`src/sv/iral_pkg.sv`:
```
// Package with the shared types and constants of the address range lookup table.
`timescale 1ns / 1ps
package iral_pkg;

  typedef enum logic [2:0] {
    ST_OK              = 3'd0,
    ST_NOT_FOUND       = 3'd1,
    ST_START_ABOVE_END = 3'd2,
    ST_ZERO_NUMBER     = 3'd3,
    ST_OVERLAP         = 3'd4,
    ST_FULL            = 3'd5
  } status_e;

  localparam logic ACT_ADD    = 1'b0;
  localparam logic ACT_LOOKUP = 1'b1;

  typedef struct packed {
    logic          action;
    logic [127:0]  range_start;
    logic [127:0]  range_end;
    logic [31:0]   range_number;
    logic [127:0]  query_addr;
  } req_t;

  // Classified job handed from the front part to the back part.
  typedef struct packed {
    logic          lookup;
    logic          rejected;
    status_e       early_status;
    logic [127:0]  lo_key;
    logic [127:0]  hi_key;
    logic [31:0]   number;
  } job_t;

  typedef struct packed {
    logic [31:0]   found_number;
    status_e       status;
  } res_t;

endpackage

```
`src/sv/iral_if.sv`:
```
// Valid/ready channel interfaces for requests and results.
`timescale 1ns / 1ps
interface iral_req_if;
  logic                 valid;
  logic                 ready;
  logic                 action;
  logic [63:0]          range_start_hi;
  logic [63:0]          range_start_lo;
  logic [63:0]          range_end_hi;
  logic [63:0]          range_end_lo;
  logic [31:0]          range_number;
  logic [63:0]          query_addr_hi;
  logic [63:0]          query_addr_lo;
  modport source (output valid, action, range_start_hi, range_start_lo, range_end_hi,
                  range_end_lo, range_number, query_addr_hi, query_addr_lo, input ready);
  modport sink (input valid, action, range_start_hi, range_start_lo, range_end_hi,
                range_end_lo, range_number, query_addr_hi, query_addr_lo, output ready);
endinterface


```
`src/sv/iral_front.sv`:
```
// Front part: accepts request beats, runs the early checks and queues jobs.
`timescale 1ns / 1ps
module iral_front (
  input  logic                clk_i,
  input  logic                rst_ni,
  iral_req_if.sink            req,
  output logic                job_valid_o,
  input  logic                job_ready_i,
  output iral_pkg::job_t      job_o
);
  import iral_pkg::*;

  localparam int QDepth = 2;

  job_t        q_mem [QDepth];
  logic        wptr_q, wptr_d, rptr_q, rptr_d;
  logic [1:0]  cnt_q, cnt_d;
  job_t        job_new;
  logic        push, pop;

  // Classify the incoming beat.
  always_comb begin
    logic [127:0] s, e;
    s = {req.range_start_hi, req.range_start_lo};
    e = {req.range_end_hi, req.range_end_lo};
    job_new = '0;
    job_new.number = req.range_number;
    if (req.action == ACT_LOOKUP) begin
      job_new.lookup = 1'b1;
      job_new.lo_key = {req.query_addr_hi, req.query_addr_lo};
      job_new.hi_key = {req.query_addr_hi, req.query_addr_lo};
      job_new.early_status = ST_NOT_FOUND;
    end else begin
      job_new.lo_key = s;
      job_new.hi_key = e;
      if (s > e) begin
        job_new.rejected = 1'b1;
        job_new.early_status = ST_START_ABOVE_END;
      end else if (req.range_number == '0) begin
        job_new.rejected = 1'b1;
        job_new.early_status = ST_ZERO_NUMBER;
      end else begin
        job_new.early_status = ST_OK;
      end
    end
  end

  assign req.ready   = (cnt_q != 2'(QDepth));
  assign push        = req.valid && req.ready;
  assign job_valid_o = (cnt_q != '0);
  assign pop         = job_valid_o && job_ready_i;
  assign job_o       = q_mem[rptr_q];

  // Queue pointers.
  always_comb begin
    wptr_d = push ? ~wptr_q : wptr_q;
    rptr_d = pop ? ~rptr_q : rptr_q;
    cnt_d  = cnt_q + 2'(push) - 2'(pop);
  end

  always_ff @(posedge clk_i or negedge rst_ni) begin
    if (!rst_ni) begin
      wptr_q <= 1'b0;
      rptr_q <= 1'b0;
      cnt_q  <= '0;
    end else begin
      wptr_q <= wptr_d;
      rptr_q <= rptr_d;
      cnt_q  <= cnt_d;
    end
  end

  // Queue storage.
  always_ff @(posedge clk_i) begin
    if (push) begin
      q_mem[wptr_q] <= job_new;
    end
  end

  a_cnt_bound: assert property (@(posedge clk_i) disable iff (!rst_ni)
    cnt_q <= 2'(QDepth)) else $error("queue overfilled");
  a_no_push_full: assert property (@(posedge clk_i) disable iff (!rst_ni)
    (cnt_q == 2'(QDepth)) |-> !push) else $error("push into full queue");
  a_valid_count: assert property (@(posedge clk_i) disable iff (!rst_ni)
    job_valid_o == (cnt_q != '0)) else $error("valid does not track occupancy");
endmodule

```
`src/flat_wrapper.sv`:
```
// flat-port wrapper written by rule: the top's interface ports become plain ports
module iral_front_flat import iral_pkg::*;
  (clk_i, rst_ni, job_valid_o, job_ready_i, job_o, req_valid, req_action, req_range_start_hi, req_range_start_lo, req_range_end_hi, req_range_end_lo, req_range_number, req_query_addr_hi, req_query_addr_lo, req_ready);
  iral_req_if req_i ();
  input  logic clk_i;
  input  logic rst_ni;
  output logic job_valid_o;
  input  logic job_ready_i;
  output iral_pkg::job_t job_o;
  input wire logic [$bits(req_i.valid)-1:0] req_valid;
  input wire logic [$bits(req_i.action)-1:0] req_action;
  input wire logic [$bits(req_i.range_start_hi)-1:0] req_range_start_hi;
  input wire logic [$bits(req_i.range_start_lo)-1:0] req_range_start_lo;
  input wire logic [$bits(req_i.range_end_hi)-1:0] req_range_end_hi;
  input wire logic [$bits(req_i.range_end_lo)-1:0] req_range_end_lo;
  input wire logic [$bits(req_i.range_number)-1:0] req_range_number;
  input wire logic [$bits(req_i.query_addr_hi)-1:0] req_query_addr_hi;
  input wire logic [$bits(req_i.query_addr_lo)-1:0] req_query_addr_lo;
  output wire logic [$bits(req_i.ready)-1:0] req_ready;
  assign req_i.valid = req_valid;
  assign req_i.action = req_action;
  assign req_i.range_start_hi = req_range_start_hi;
  assign req_i.range_start_lo = req_range_start_lo;
  assign req_i.range_end_hi = req_range_end_hi;
  assign req_i.range_end_lo = req_range_end_lo;
  assign req_i.range_number = req_range_number;
  assign req_i.query_addr_hi = req_query_addr_hi;
  assign req_i.query_addr_lo = req_query_addr_lo;
  assign req_ready = req_i.ready;
  iral_front u_core (.clk_i(clk_i), .rst_ni(rst_ni), .req(req_i), .job_valid_o(job_valid_o), .job_ready_i(job_ready_i), .job_o(job_o));
endmodule
```
`config.mk`:
```
export PLATFORM = sky130hd
export DESIGN_NAME = iral_front_flat
export DESIGN_NICKNAME = d
export VERILOG_FILES = /design/src/sv/iral_pkg.sv /design/src/sv/iral_if.sv /design/src/sv/iral_front.sv /design/src/flat_wrapper.sv
export SDC_FILE = /design/constraint.sdc
export NUM_CORES = 1
export LEC_CHECK = 0
export ABC_CLOCK_PERIOD_IN_PS = 15480
export BUFFER_PORTS_ARGS = -buffer_cell sky130_fd_sc_hd__buf_2
export CORE_AREA = 2 2 280 282
export DETAILED_ROUTE_END_ITERATION = 8
export DIE_AREA = 0 0 282 284
export PLACE_DENSITY = 0.56
export REMOVE_ABC_BUFFERS = 1
export SYNTH_ARGS = -nofsm -noshare
export SYNTH_HDL_FRONTEND = slang
export SYNTH_SLANG_ARGS = --single-unit
```
`constraint.sdc`:
```
create_clock -name clk_i -period 15.48 [get_ports clk_i]
set_clock_uncertainty 0.1 [all_clocks]
set_input_delay 0.774 -clock clk_i [delete_from_list [all_inputs] [get_ports clk_i]]
set_output_delay 0.774 -clock clk_i [all_outputs]
set_load 0.01 [all_outputs]
```
Word level (Yosys, flattened, before mapping)
Memory sizes are Yosys's and may differ from the RTL's.
Index checks and enable logic that the tools add are counted.

storage, ports and cells
  logic and storage cells = 22
  register bits after elaboration = 4
  memories = 1
  input bits = 421
  output and inout port bits = 295
  memory bits (writable) = 586

memories
  memory        depth  bits a word  read ports  clocked after Yosys merged registers in  write ports  RTL line          text
  u_core.q_mem  2      293          1           0                                        1            iral_front.sv:15  job_t q_mem [QDepth];

cells by class
  mux-type cells = 8
  eq/ne operators = 1
  $lt $le $gt $ge = 1
  add/sub/neg operators = 2
  reduce and logical (&&, ||, !) cells = 4
  bitwise operators = 2

operators by type and width
  operator            number
  $mux 259            1
  $gt 128x128->1      1
  $logic_not 32->1    1
  $mux 1              5
  $mux 4              1
  $add 2x1->2         1
  $logic_and 1x1->1   2
  $mux 2              1
  $ne 2x2->1 const B  1
  $not 1->1           2
  $reduce_bool 2->1   1
  $sub 2x1->2         1

Depth between registers and ports, before layout
Gate-level depths: netlist of the first run.

  depth after elaboration = 4
  mapped depth = 9
  depth with buffers taken out = 9

Least setup slack after synthesis of the first run
Ideal clock, no wire load.

  kind = input port to flip-flop
  start point = in req_valid
  end point = mem u_core.q_mem[0][0] in the netlist's numbering, enable pin
  data arrival time = 12.913 ns
  cell stages on the path = 2
  path buffers = 0
  path slack = 1.518 ns
  data required time = 14.431 ns
  library setup time = 0.949 ns
  path through = nand2_1 nor2_1

between the ends
  word-level cells in the longest chain between the ends = 3

RTL lines
  element                       RTL line            text
  start, declared               flat_wrapper.sv:10  input wire logic [$bits(req_i.valid)-1:0] req_valid;
  $logic_and 1x1->1             iral_front.sv:49    assign push = req.valid && req.ready;
  $mux 1                        iral_front.sv:75    if (push) begin
  $mux 1 (not written as such)  iral_front.sv:76    q_mem[wptr_q] <= job_new;
  end, declared                 iral_front.sv:15

Every way passes these cells.

==> results.py, run 1 <==
metrics = {
    "final_layout": {
        "layout.nets": 3229,
        "areaGrowthSynthToFinish_pct": 25.87,
        "utilization": 0.4400,
        "instances_no_fill": 3786,
        "drive_gt1_frac": 0.4144,
        "nFillCells": 7213,
    },
    "placed_design": {
        "dp.cells": 3648,
        "place_ws_ps": 10340,
        "io_buffers": 714,
        "dpl.hpwl_mm": 58.27,
        "globalplace.congestion": 0.8900,
    },
    "critical_path": {
        "cp_max_fo": 70,
        "worstPathArrival_ps": 4800,
        "crit_top_cell": "buf_4",
        "crit_family": "buffers and inverters",
        "worstPathBufferInverterCount": 4,
        "critPathRequiredTime_ps": 14610,
        "crit_chain": "buf_4 > buf_4 > buf_4 > mux2_2 > buf_2",
        "reg2reg_from": "u_core.cnt_q[1]$_DFF_PN0_",
        "crit_start": "u_core.rptr_q$_DFFE_PN0P_",
        "critPathLaunchType": "flip-flop",
        "cpPeakStageDelay_ps": 840,
        "path_class": "flip-flop to output pin",
        "critPathSlowestCell": "buf_4",
        "cp-end-kind": "output pin",
    },
    "clocking": {
        "cts_sinks": 586,
        "root_buffer": "clkbuf_16",
        "numCtsBuffers": 67,
        "clk_latency_ps": 590,
        "path_clk_slew_ps": 60,
        "cts_setup_buffers": 0,
        "cts_tree": "done",
        "h-tree-depth": 3,
        "clk_path_buf_depth": 3,
    },
    "power_and_ir_drop": {
        "peakVddDrop_mv": 0.1285,
        "power_leakage_uw": 0.01413,
        "p_int_uw": 3810,
        "seqPwrFrac": 0.415,
        "p_sw_uw": 1748,
        "p_clk_frac": 0.280,
        "powerDensity_nw_per_um2": 164.1,
        "combPwrFrac": 0.306,
        "p_sw_frac": 0.3145,
    },
    "synth": {
        "yosysWarnings": 0,
        "netlist_top_cells_area": "edfxtp_1, mux2_2, ha_1",
        "yosysTopAreaCellShare": 0.6496,
        "ys.flop_type": "edfxtp_1",
        "netlist_area_um2": 26900,
        "synthTopCellsByCount": "edfxtp_1, mux2_2, o21ai_0",
        "synth.distinct_cells": 49,
        "synth_seq_cells": 586,
        "syn_avg_cell_area_um2": 13.75,
        "async_flop_share": 0.006826,
        "synthCells": 1956,
        "synth_area_leader_cell": "edfxtp_1",
        "synth.most_common_cell": "edfxtp_1",
        "seq_area_frac_synth": 0.6533,
        "synth-edff-count": 582,
    },
    "timing": {
        "finalCritPeriodShare": 0.3666,
        "drv_slew": 0,
        "hold_viol_final": 0,
        "hold_ws_ps": 274.8,
        "tightest_slew_ps": 1115,
        "fin_crit_ps": 5675,
        "slew_headroom": 0.2566,
        "maxClockFrequency_mhz": 176.2,
        "rsz0062_at_grt": "false",
        "setup_viol": 0,
        "layout_setup_ws_ps": 9805,
        "setup_tns_ps": 0,
    },
    "floorplanning": {
        "core.rowCount": 102,
        "die_w_um": 282,
        "dieArea_um2": 80090,
        "io_pins": 716,
        "start_util": 0.3496,
        "die_h_um": 284,
        "fp.coreArea_um2": 76960,
    },
    "hold_path": {
        "hp-class": "input port to flip-flop",
        "min_from": "req_range_number[1]",
    },
    "drt": {
        "ant_nets": 0,
        "drtIter0Drc": 1021,
        "drt-total-wl_mm": 78.77,
        "dr.pass1.iters": 5,
        "drc_errors": 0,
        "avgRoutedWirePerCell_um": 20.81,
        "vias": 18150,
        "via_per_inst": 4.795,
    },
    "grt": {
        "antenna_found_initial": 27,
        "grt_first_pass_wirelength_mm": 114.7,
        "grt_use_total": 0.1899,
        "grt_start_max_net_pins": 143,
        "grt-ovfl-total": 0,
        "grt_pass1_vias": 19190,
    },
    "run": {
        "maxCapViolCount": 0,
    },
    "run_status": {
        "status": "finished clean",
    },
}
routing by layer:
layer | up-vias | GRT usage | wire length, um
li1 | 8615 | - | -
met1 | 8751 | 0.2083 | 29390
met2 | 639 | 0.3418 | 40630
met3 | 128 | 0.05870 | 6471
met4 | 20 | 0.06915 | 2172
met5 | - | 0 | 111
final cells by class:
type | count | area [um^2] | share of cell area
inverters | 265 | 994.7 | 0.02937
clock inverters | 42 | 407.9 | 0.01205
flip-flops and latches | 586 | 17580 | 0.5192
clock buffers | 78 | 1749 | 0.05165
diodes | 17 | 42.54 | 0.001256
well taps | 1040 | 1301 | 0.03843
multi-input cells | 1028 | 8056 | 0.2379
repair buffers | 730 | 3731 | 0.1102
cells in the final DEF, fill, tap and decap left out, drive strengths merged, types with 2 or more instances in the layout:
| master | Yosys | layout |
|---|---|---|
| a22oi | 2 | 2 |
| nand4 | 24 | 24 |
| or2 | 2 | 2 |
| a21oi | 43 | 43 |
| nor2 | 15 | 15 |
| mux2 | 291 | 291 |
| buf | 4 | 729 |
| clkinvlp | 0 | 4 |
| clkinv | 0 | 29 |
| a21o | 17 | 17 |
| a221oi | 5 | 5 |
| a221o | 2 | 2 |
| and4 | 5 | 5 |
| inv | 265 | 269 |
| o21bai | 2 | 2 |
| a211oi | 4 | 4 |
| nor3 | 5 | 5 |
| ha | 130 | 130 |
| o21ai | 274 | 274 |
| nand3 | 9 | 9 |
| nor2b | 3 | 3 |
| edfxtp | 582 | 582 |
| dfrtp | 4 | 4 |
| clkbuf | 73 | 78 |
| nor4 | 14 | 14 |
| o41ai | 2 | 2 |
| a2111oi | 3 | 3 |
| o211ai | 2 | 2 |
| xnor2 | 3 | 3 |
| bufinv | 0 | 5 |
| nand2 | 158 | 158 |
| diode | 0 | 17 |
stage by stage:
stage	total power, uW	cell area (um^2)
CTS	5644	33820
detailed placement	4065	31650
finish	5557	33860
global placement	4039	31650
global route	5826	33850
floorplan	3568	26610
logic make-up after synthesis:
group / count (synthesis) / share of synthesized area
other: 1 / 0.0001394
muxes: 291 / 0.1218
buffers and inverters: 342 / 0.04799
and+or+nand+nor: 242 / 0.04176
xor gates and xnor gates: 4 / 0.001302
DFF: 586 / 0.6533
adders and majority gates: 130 / 0.06046
AOI/OAI and AO/OA: 360 / 0.07325
registers in the layout, indices dropped and copies added (netlist names):
signal         flops
u_core.cnt_q       2
u_core.rptr_q      1
u_core.q_mem     582
u_core.wptr_q      1
power groups by stage:
| stage | Clock (uW) | Sequential [uW] | Combinational, uW |
|---|---|---|---|
| finish | 1560 | 2300 | 1700 |
| global route | 1660 | 2330 | 1840 |
| detailed placement | 0 | 2340 | 1730 |
| floorplan | 0 | 2530 | 1040 |
| global placement | 0 | 2330 | 1710 |
| CTS | 1600 | 2310 | 1740 |
what timing repair did:
item	4_1_cts	5_1_grt
hold endpoints to repair	4	0
resized for setup	0	0
setup endpoints to repair	0	0
hold buffers	1	0
worst paths after layout:
check / end / slack (ps) / cells past startpoint
hold / removal: u_core.q_mem[0][1]$_DFFE_PP_ / 270 / 1
min in group asynchronous: u_core.cnt_q[0]$_DFF_PN0_ / 430 / 2
setup / recovery: job_o[291] / 9810 / 5
setup reg to reg: u_core.q_mem[0][20]$_DFFE_PP_ / 11790 / 5
max in group asynchronous: u_core.rptr_q$_DFFE_PN0P_ / 14710 / 2
hold reg to reg: u_core.cnt_q[1]$_DFF_PN0_ / 420 / 1
No activity file was read; power rests on OpenSTA's default activity.
==> inputs of run 2 (changes only) <==
ABC_CLOCK_PERIOD_IN_PS = 5000   (was 15480)
CORE_AREA = 2 2 278 280   (was 2 2 280 282)
DIE_AREA = 0 0 280 282   (was 0 0 282 284)
PLACE_DENSITY = 0.59   (was 0.56)
clock period = 5 ns   (was 15.48 ns; I/O delays follow)
==> results.py, run 2 (same netlist as run 1, synthesis figures left out) <==
metrics = {
    "power_and_ir_drop": {
        "seqPwrFrac": 0.404,
        "combPwrFrac": 0.324,
        "p_clk_frac": 0.272,
        "peakVddDrop_mv": 0.5849,
        "p_int_uw": 12030,
        "p_sw_frac": 0.3137,
        "power_leakage_uw": 0.01565,
        "p_sw_uw": 5502,
        "powerDensity_nw_per_um2": 469.9,
    },
    "critical_path": {
        "crit_top_cell": "nand4_1",
        "critPathLaunchType": "input port",
        "rrSetupSlack_ps": 2510,
        "cpPeakStageDelay_ps": 730,
        "cp-end-kind": "flip-flop",
        "critPathRequiredTime_ps": 5180,
        "cp_max_fo": 3,
        "critPathSlowestCell": "nor4bb_1",
        "worstPathArrival_ps": 3390,
        "path_class": "input port to flip-flop",
        "crit_chain": "dlygate4sd3_1 > buf_2 > inv_1 > ha_1 > nand4_1 > nor4bb_1 > nand4_1 > nor3_2 > nor3b_2 > a21o_1 > a41oi_1",
    },
    "timing": {
        "rsz0062_at_grt": "false",
        "setup_viol": 0,
        "fin_crit_ps": 3211,
        "layout_setup_ws_ps": 1789,
        "hold_ws_ps": 28.95,
        "tightest_slew_ps": 809.9,
        "finalCritPeriodShare": 0.6421,
        "drv_slew": 0,
        "hold_viol_final": 0,
        "maxClockFrequency_mhz": 311.5,
        "slew_headroom": 0.4601,
    },
    "clocking": {
        "clk_latency_ps": 580,
        "post_cts_resized": 0,
        "h-tree-depth": 3,
        "numCtsBuffers": 68,
        "cts_sinks": 586,
        "cts_tree": "done",
        "clk_path_buf_depth": 3,
        "path_clk_slew_ps": 60,
        "root_buffer": "clkbuf_16",
    },
    "final_layout": {
        "mostFrequentLayoutCells": "buf_2, edfxtp_1, dlygate4sd3_1, mux2_2, o21ai_0",
        "final_common_cell": "buf_2",
        "design_area_um2": 37320,
        "drive_gt1_frac": 0.3693,
        "layout.nets": 3577,
        "multi_input_area_um2": 8049,
        "areaGrowthSynthToFinish_pct": 38.71,
        "top_regs": "u_core.q_mem (582), u_core.cnt_q (2)",
        "largest_reg_flops": 582,
        "seq_area_um2": 17580,
        "nFillCells": 6686,
        "regMostFlops": "u_core.q_mem",
    },
    "floorplanning": {
        "dieArea_um2": 78960,
        "core.rowCount": 101,
        "die_w_um": 280,
        "start_util": 0.3554,
        "io_pins": 716,
        "fp.coreArea_um2": 75700,
        "die_h_um": 282,
    },
    "run_status": {
        "status": "finished clean",
    },
    "grt": {
        "grt-ovfl-total": 0,
        "grt_pass1_vias": 20600,
        "grt_start_max_net_pins": 127,
        "grt_first_pass_wirelength_mm": 116.7,
        "antenna_found_initial": 26,
        "grt_use_total": 0.1952,
    },
    "drt": {
        "ant_nets": 0,
        "drc_errors": 0,
        "drtIter0Drc": 1102,
        "vias": 19640,
        "via_per_inst": 4.821,
        "avgRoutedWirePerCell_um": 19.79,
        "drt-total-wl_mm": 80.60,
        "dr.pass1.iters": 5,
    },
    "placed_design": {
        "io_buffers": 714,
        "globalplace.congestion": 0.9175,
        "placed_cell_area_um2": 31710,
        "dpl.hpwl_mm": 57.71,
        "place_ws_ps": 1555,
    },
    "hold_path": {
        "hp-class": "input port to flip-flop",
    },
    "run": {
        "maxCapViolCount": 0,
    },
}
## run 2: stage by stage
stage	cells	power, uW	setup TNS (ps)	utilization
6_report	4073	17540	0	0.4930
4_1_cts	4057	17790	0	0.4925
5_1_grt	4071	18390	0	0.4929
2_1_floorplan	1879	10250	-4154690	-
3_5_place_dp	3591	12710	0	0.4189
3_3_place_gp	3591	12620	0	0.4189
## run 2: power groups by stage
stage / logic, uW / registers (uW) / clock network (uW)
after global placement: 5490 / 7130 / 0
final: 5680 / 7080 / 4770
after detailed placement: 5520 / 7190 / 0
after floorplan: 2740 / 7520 / 0
after CTS: 5790 / 7090 / 4910
after global routing: 6120 / 7180 / 5090
## run 2: cell type report
cell class / instances / area share
Inverter: 265 / 0.02665
Multi-Input combinational cell: 1028 / 0.2157
Timing Repair Buffer: 1077 / 0.1954
Tap cell: 978 / 0.03279
Sequential cell: 586 / 0.4711
Clock buffer: 83 / 0.04825
Clock inverter: 40 / 0.009053
Antenna cell: 16 / 0.001073
## run 2: worst paths after layout
path	start	end	cells past startpoint
max reg2reg	u_core.cnt_q[1]$_DFF_PN0_	u_core.q_mem[0][230]$_DFFE_PP_	4
min reg2reg	u_core.cnt_q[1]$_DFF_PN0_	u_core.cnt_q[1]$_DFF_PN0_	1
max in group asynchronous	rst_ni	u_core.rptr_q$_DFFE_PN0P_	3
min in group asynchronous	rst_ni	u_core.wptr_q$_DFFE_PN0P_	3
max	req_range_end_hi[30]	u_core.q_mem[0][291]$_DFFE_PP_	11
min	req_range_start_hi[18]	u_core.q_mem[0][242]$_DFFE_PP_	3
## run 2: timing repair
action                    4_1_cts  5_1_grt
hold buffers                  343        0
buffers inserted                0        0
hold endpoints to repair      579        0
## run 2: layer usage
layer | part of all wire | vias to the layer above | track usage
met4 | 0.043 | 18 | 0.09420
met1 | 0.38 | 9441 | 0.2146
met2 | 0.50 | 669 | 0.3463
met3 | 0.072 | 188 | 0.05552
li1 | - | 9320 | -
met5 | 0.0014 | - | 0
## run 2: critical path: cells and delay by family
family          cells  cell delay, ps
buf+inv             3             670
simple gates        5            1950
fa+ha+maj           1             310
compound gates      2             200
==> inputs of run 3 (changes only) <==
ABC_AREA = 1   (was default)
ABC_CLOCK_PERIOD_IN_PS = 3350   (was 5000)
CORE_AREA = 2 2 281 283   (was 2 2 278 280)
DIE_AREA = 0 0 283 285   (was 0 0 280 282)
PLACE_DENSITY = 0.56   (was 0.59)
clock period = 3.35 ns   (was 5 ns; I/O delays follow)
==> results.py, run 3 <==
metrics = {
    "run_status": {
        "status": "finished clean",
    },
    "drt": {
        "drt-total-wl_mm": 87.97,
        "drc_errors": 0,
        "dr.pass1.iters": 5,
        "drtIter0Drc": 1218,
        "vias": 22770,
        "ant_nets": 0,
        "via_per_inst": 4.580,
        "avgRoutedWirePerCell_um": 17.69,
    },
    "clocking": {
        "clk_path_buf_depth": 3,
        "cts_setup_buffers": 0,
        "h-tree-depth": 3,
        "path_clk_slew_ps": 50,
        "numCtsBuffers": 68,
        "clk_latency_ps": 580,
        "root_buffer": "clkbuf_16",
        "cts_sinks": 586,
        "cts_tree": "done",
    },
    "floorplanning": {
        "dieArea_um2": 80660,
        "fp.coreArea_um2": 77970,
        "die_w_um": 283,
        "io_pins": 716,
        "die_h_um": 285,
        "core.rowCount": 103,
        "start_util": 0.3461,
    },
    "critical_path": {
        "worstPathArrival_ps": 2360,
        "path_class": "flip-flop to output pin",
        "rrSetupSlack_ps": 1220,
        "critPathLaunchType": "flip-flop",
        "cp_max_fo": 86,
        "critPathRequiredTime_ps": 3080,
        "cp-end-kind": "output pin",
    },
    "synth": {
        "synth_seq_cells": 586,
        "synth_area_leader_cell": "edfxtp_1",
        "netlist_top_cells_area": "edfxtp_1, nand2_1, ha_1",
        "seq_area_frac_synth": 0.6513,
        "syn_avg_cell_area_um2": 10.15,
        "synthTopCellsByCount": "nand2_1, edfxtp_1, inv_1",
        "synthCells": 2658,
        "synth-edff-count": 582,
        "async_flop_share": 0.006826,
        "synth.most_common_cell": "nand2_1",
        "synth.distinct_cells": 34,
        "yosysTopAreaCellShare": 0.6476,
        "ys.flop_type": "edfxtp_1",
        "yosysWarnings": 0,
        "netlist_area_um2": 26990,
    },
    "power_and_ir_drop": {
        "peakVddDrop_mv": 0.5441,
        "powerDensity_nw_per_um2": 703.3,
        "power_leakage_uw": 0.01808,
        "finalPower_uw": 27510,
    },
    "final_layout": {
        "areaGrowthSynthToFinish_pct": 44.97,
        "regMostFlops": "u_core.q_mem",
        "final_common_cell": "nand2_1",
        "layout.nets": 4417,
        "nFillCells": 7051,
        "utilization": 0.5018,
        "mostFrequentLayoutCells": "nand2_1, buf_2, edfxtp_1, dlygate4sd3_1, inv_1",
        "largest_reg_flops": 582,
        "drive_gt1_frac": 0.2202,
        "top_regs": "u_core.q_mem (582), u_core.cnt_q (2)",
    },
    "timing": {
        "setup_viol": 0,
        "fin_crit_ps": 2632,
        "drv_slew": 0,
        "slew_headroom": 0.4609,
        "finalCritPeriodShare": 0.7856,
        "maxClockFrequency_mhz": 380.0,
        "tightest_slew_ps": 808.7,
        "hold_viol_final": 0,
        "rsz0062_at_grt": "false",
    },
    "hold_path": {
        "hp-class": "input port to flip-flop",
    },
    "grt": {
        "use_met3": 0.03664,
        "grt_use_total": 0.2111,
        "grt_first_pass_wirelength_mm": 130.6,
        "grt_start_max_net_pins": 153,
        "antenna_found_initial": 5,
        "grt_pass1_vias": 22670,
        "grt_use_met2": 0.3663,
        "busiest_layer": "met2",
        "grt-ovfl-total": 0,
        "grt_use_met1": 0.2524,
    },
    "placed_design": {
        "globalplace.congestion": 0.9022,
        "io_buffers": 714,
        "dpl.hpwl_mm": 60.00,
    },
    "run": {
        "maxCapViolCount": 0,
    },
}
==> run 3: changes by cell type in the layout (fill, tap and decap cells not counted), moves of 17 or more <==
cell	change
nand2_1	+1216
mux2_2	-291
dlygate4sd3_1	+154
o21ai_0	-137
inv_1	-111
a21oi_1	+20
nor2_1	+17
==> run 3: logic make-up after synthesis <==
logic type / count (synthesis) / synth area share
fa+ha+maj: 130 / 0.06027
flops: 586 / 0.6513
other cells: 1 / 0.0001390
buf+inv: 268 / 0.03881
compound gates: 218 / 0.04168
xor+xnor: 3 / 0.0009738
simple gates: 1452 / 0.2068
==> run 3: worst paths after layout <==
check                           cells past startpoint                             to                      start
worst max-delay path                                5                     job_o[208]  u_core.rptr_q$_DFFE_PN0P_
worst min-delay path                                3  u_core.q_mem[0][82]$_DFFE_PP_       req_range_end_lo[50]
worst max register to register                      5  u_core.q_mem[1][19]$_DFFE_PP_  u_core.cnt_q[1]$_DFF_PN0_
worst min register to register                      2      u_core.wptr_q$_DFFE_PN0P_  u_core.wptr_q$_DFFE_PN0P_
max in group asynchronous                           3      u_core.rptr_q$_DFFE_PN0P_                     rst_ni
min in group asynchronous                           3      u_core.cnt_q[0]$_DFF_PN0_                     rst_ni
==> run 3: routing by layer <==
metal	vias to the layer above	share of wire
met5	-	0
met2	769	0.49
met4	0	0.050
li1	11230	-
met1	10560	0.40
met3	214	0.054
==> run 3: per-stage QoR <==
stage	TNS, ps	cells	cell area (um^2)	setup WS (ps)	hold slack, ps
after floorplan	-8685970	2550	26540	-10360	-228.1
after global placement	0	4349	31950	921.1	-115.4
after detailed placement	0	4349	31950	918.3	-113.3
after CTS	0	4969	39110	636.4	0.01371
after global routing	0	4973	39120	554.7	41.56
final	0	4973	39120	718.3	68.14
==> run 3: final cells by class <==
cell class	count	area, um^2	area share
antenna	4	10.01	0.0002559
inverter	160	610.6	0.01561
sequential	586	17580	0.4494
tap	1050	1314	0.03358
clock buffer	85	1808	0.04621
clock inverter	38	376.6	0.009626
multi-input combinational	1804	8378	0.2141
timing repair buffer	1246	9045	0.2312
==> run 3: timing repair <==
item                      4_1_cts  5_1_grt
resized for setup               0        0
hold buffers                  497        0
hold endpoints to repair      579        0
==> run 3: worst max-delay path, stage by stage, from the launching register on <==
cell	delay (ps)
dfrtp_4	540
inv_8	470
buf_4	360
nand2_1	80
nand2_1	70
buf_2	160
==> run 3: where the power goes <==
part / internal (uW) / switching (uW)
clock network: 4310 / 2940
logic: 3290 / 6550
registers: 10100 / 340
total: 17700 / 9830
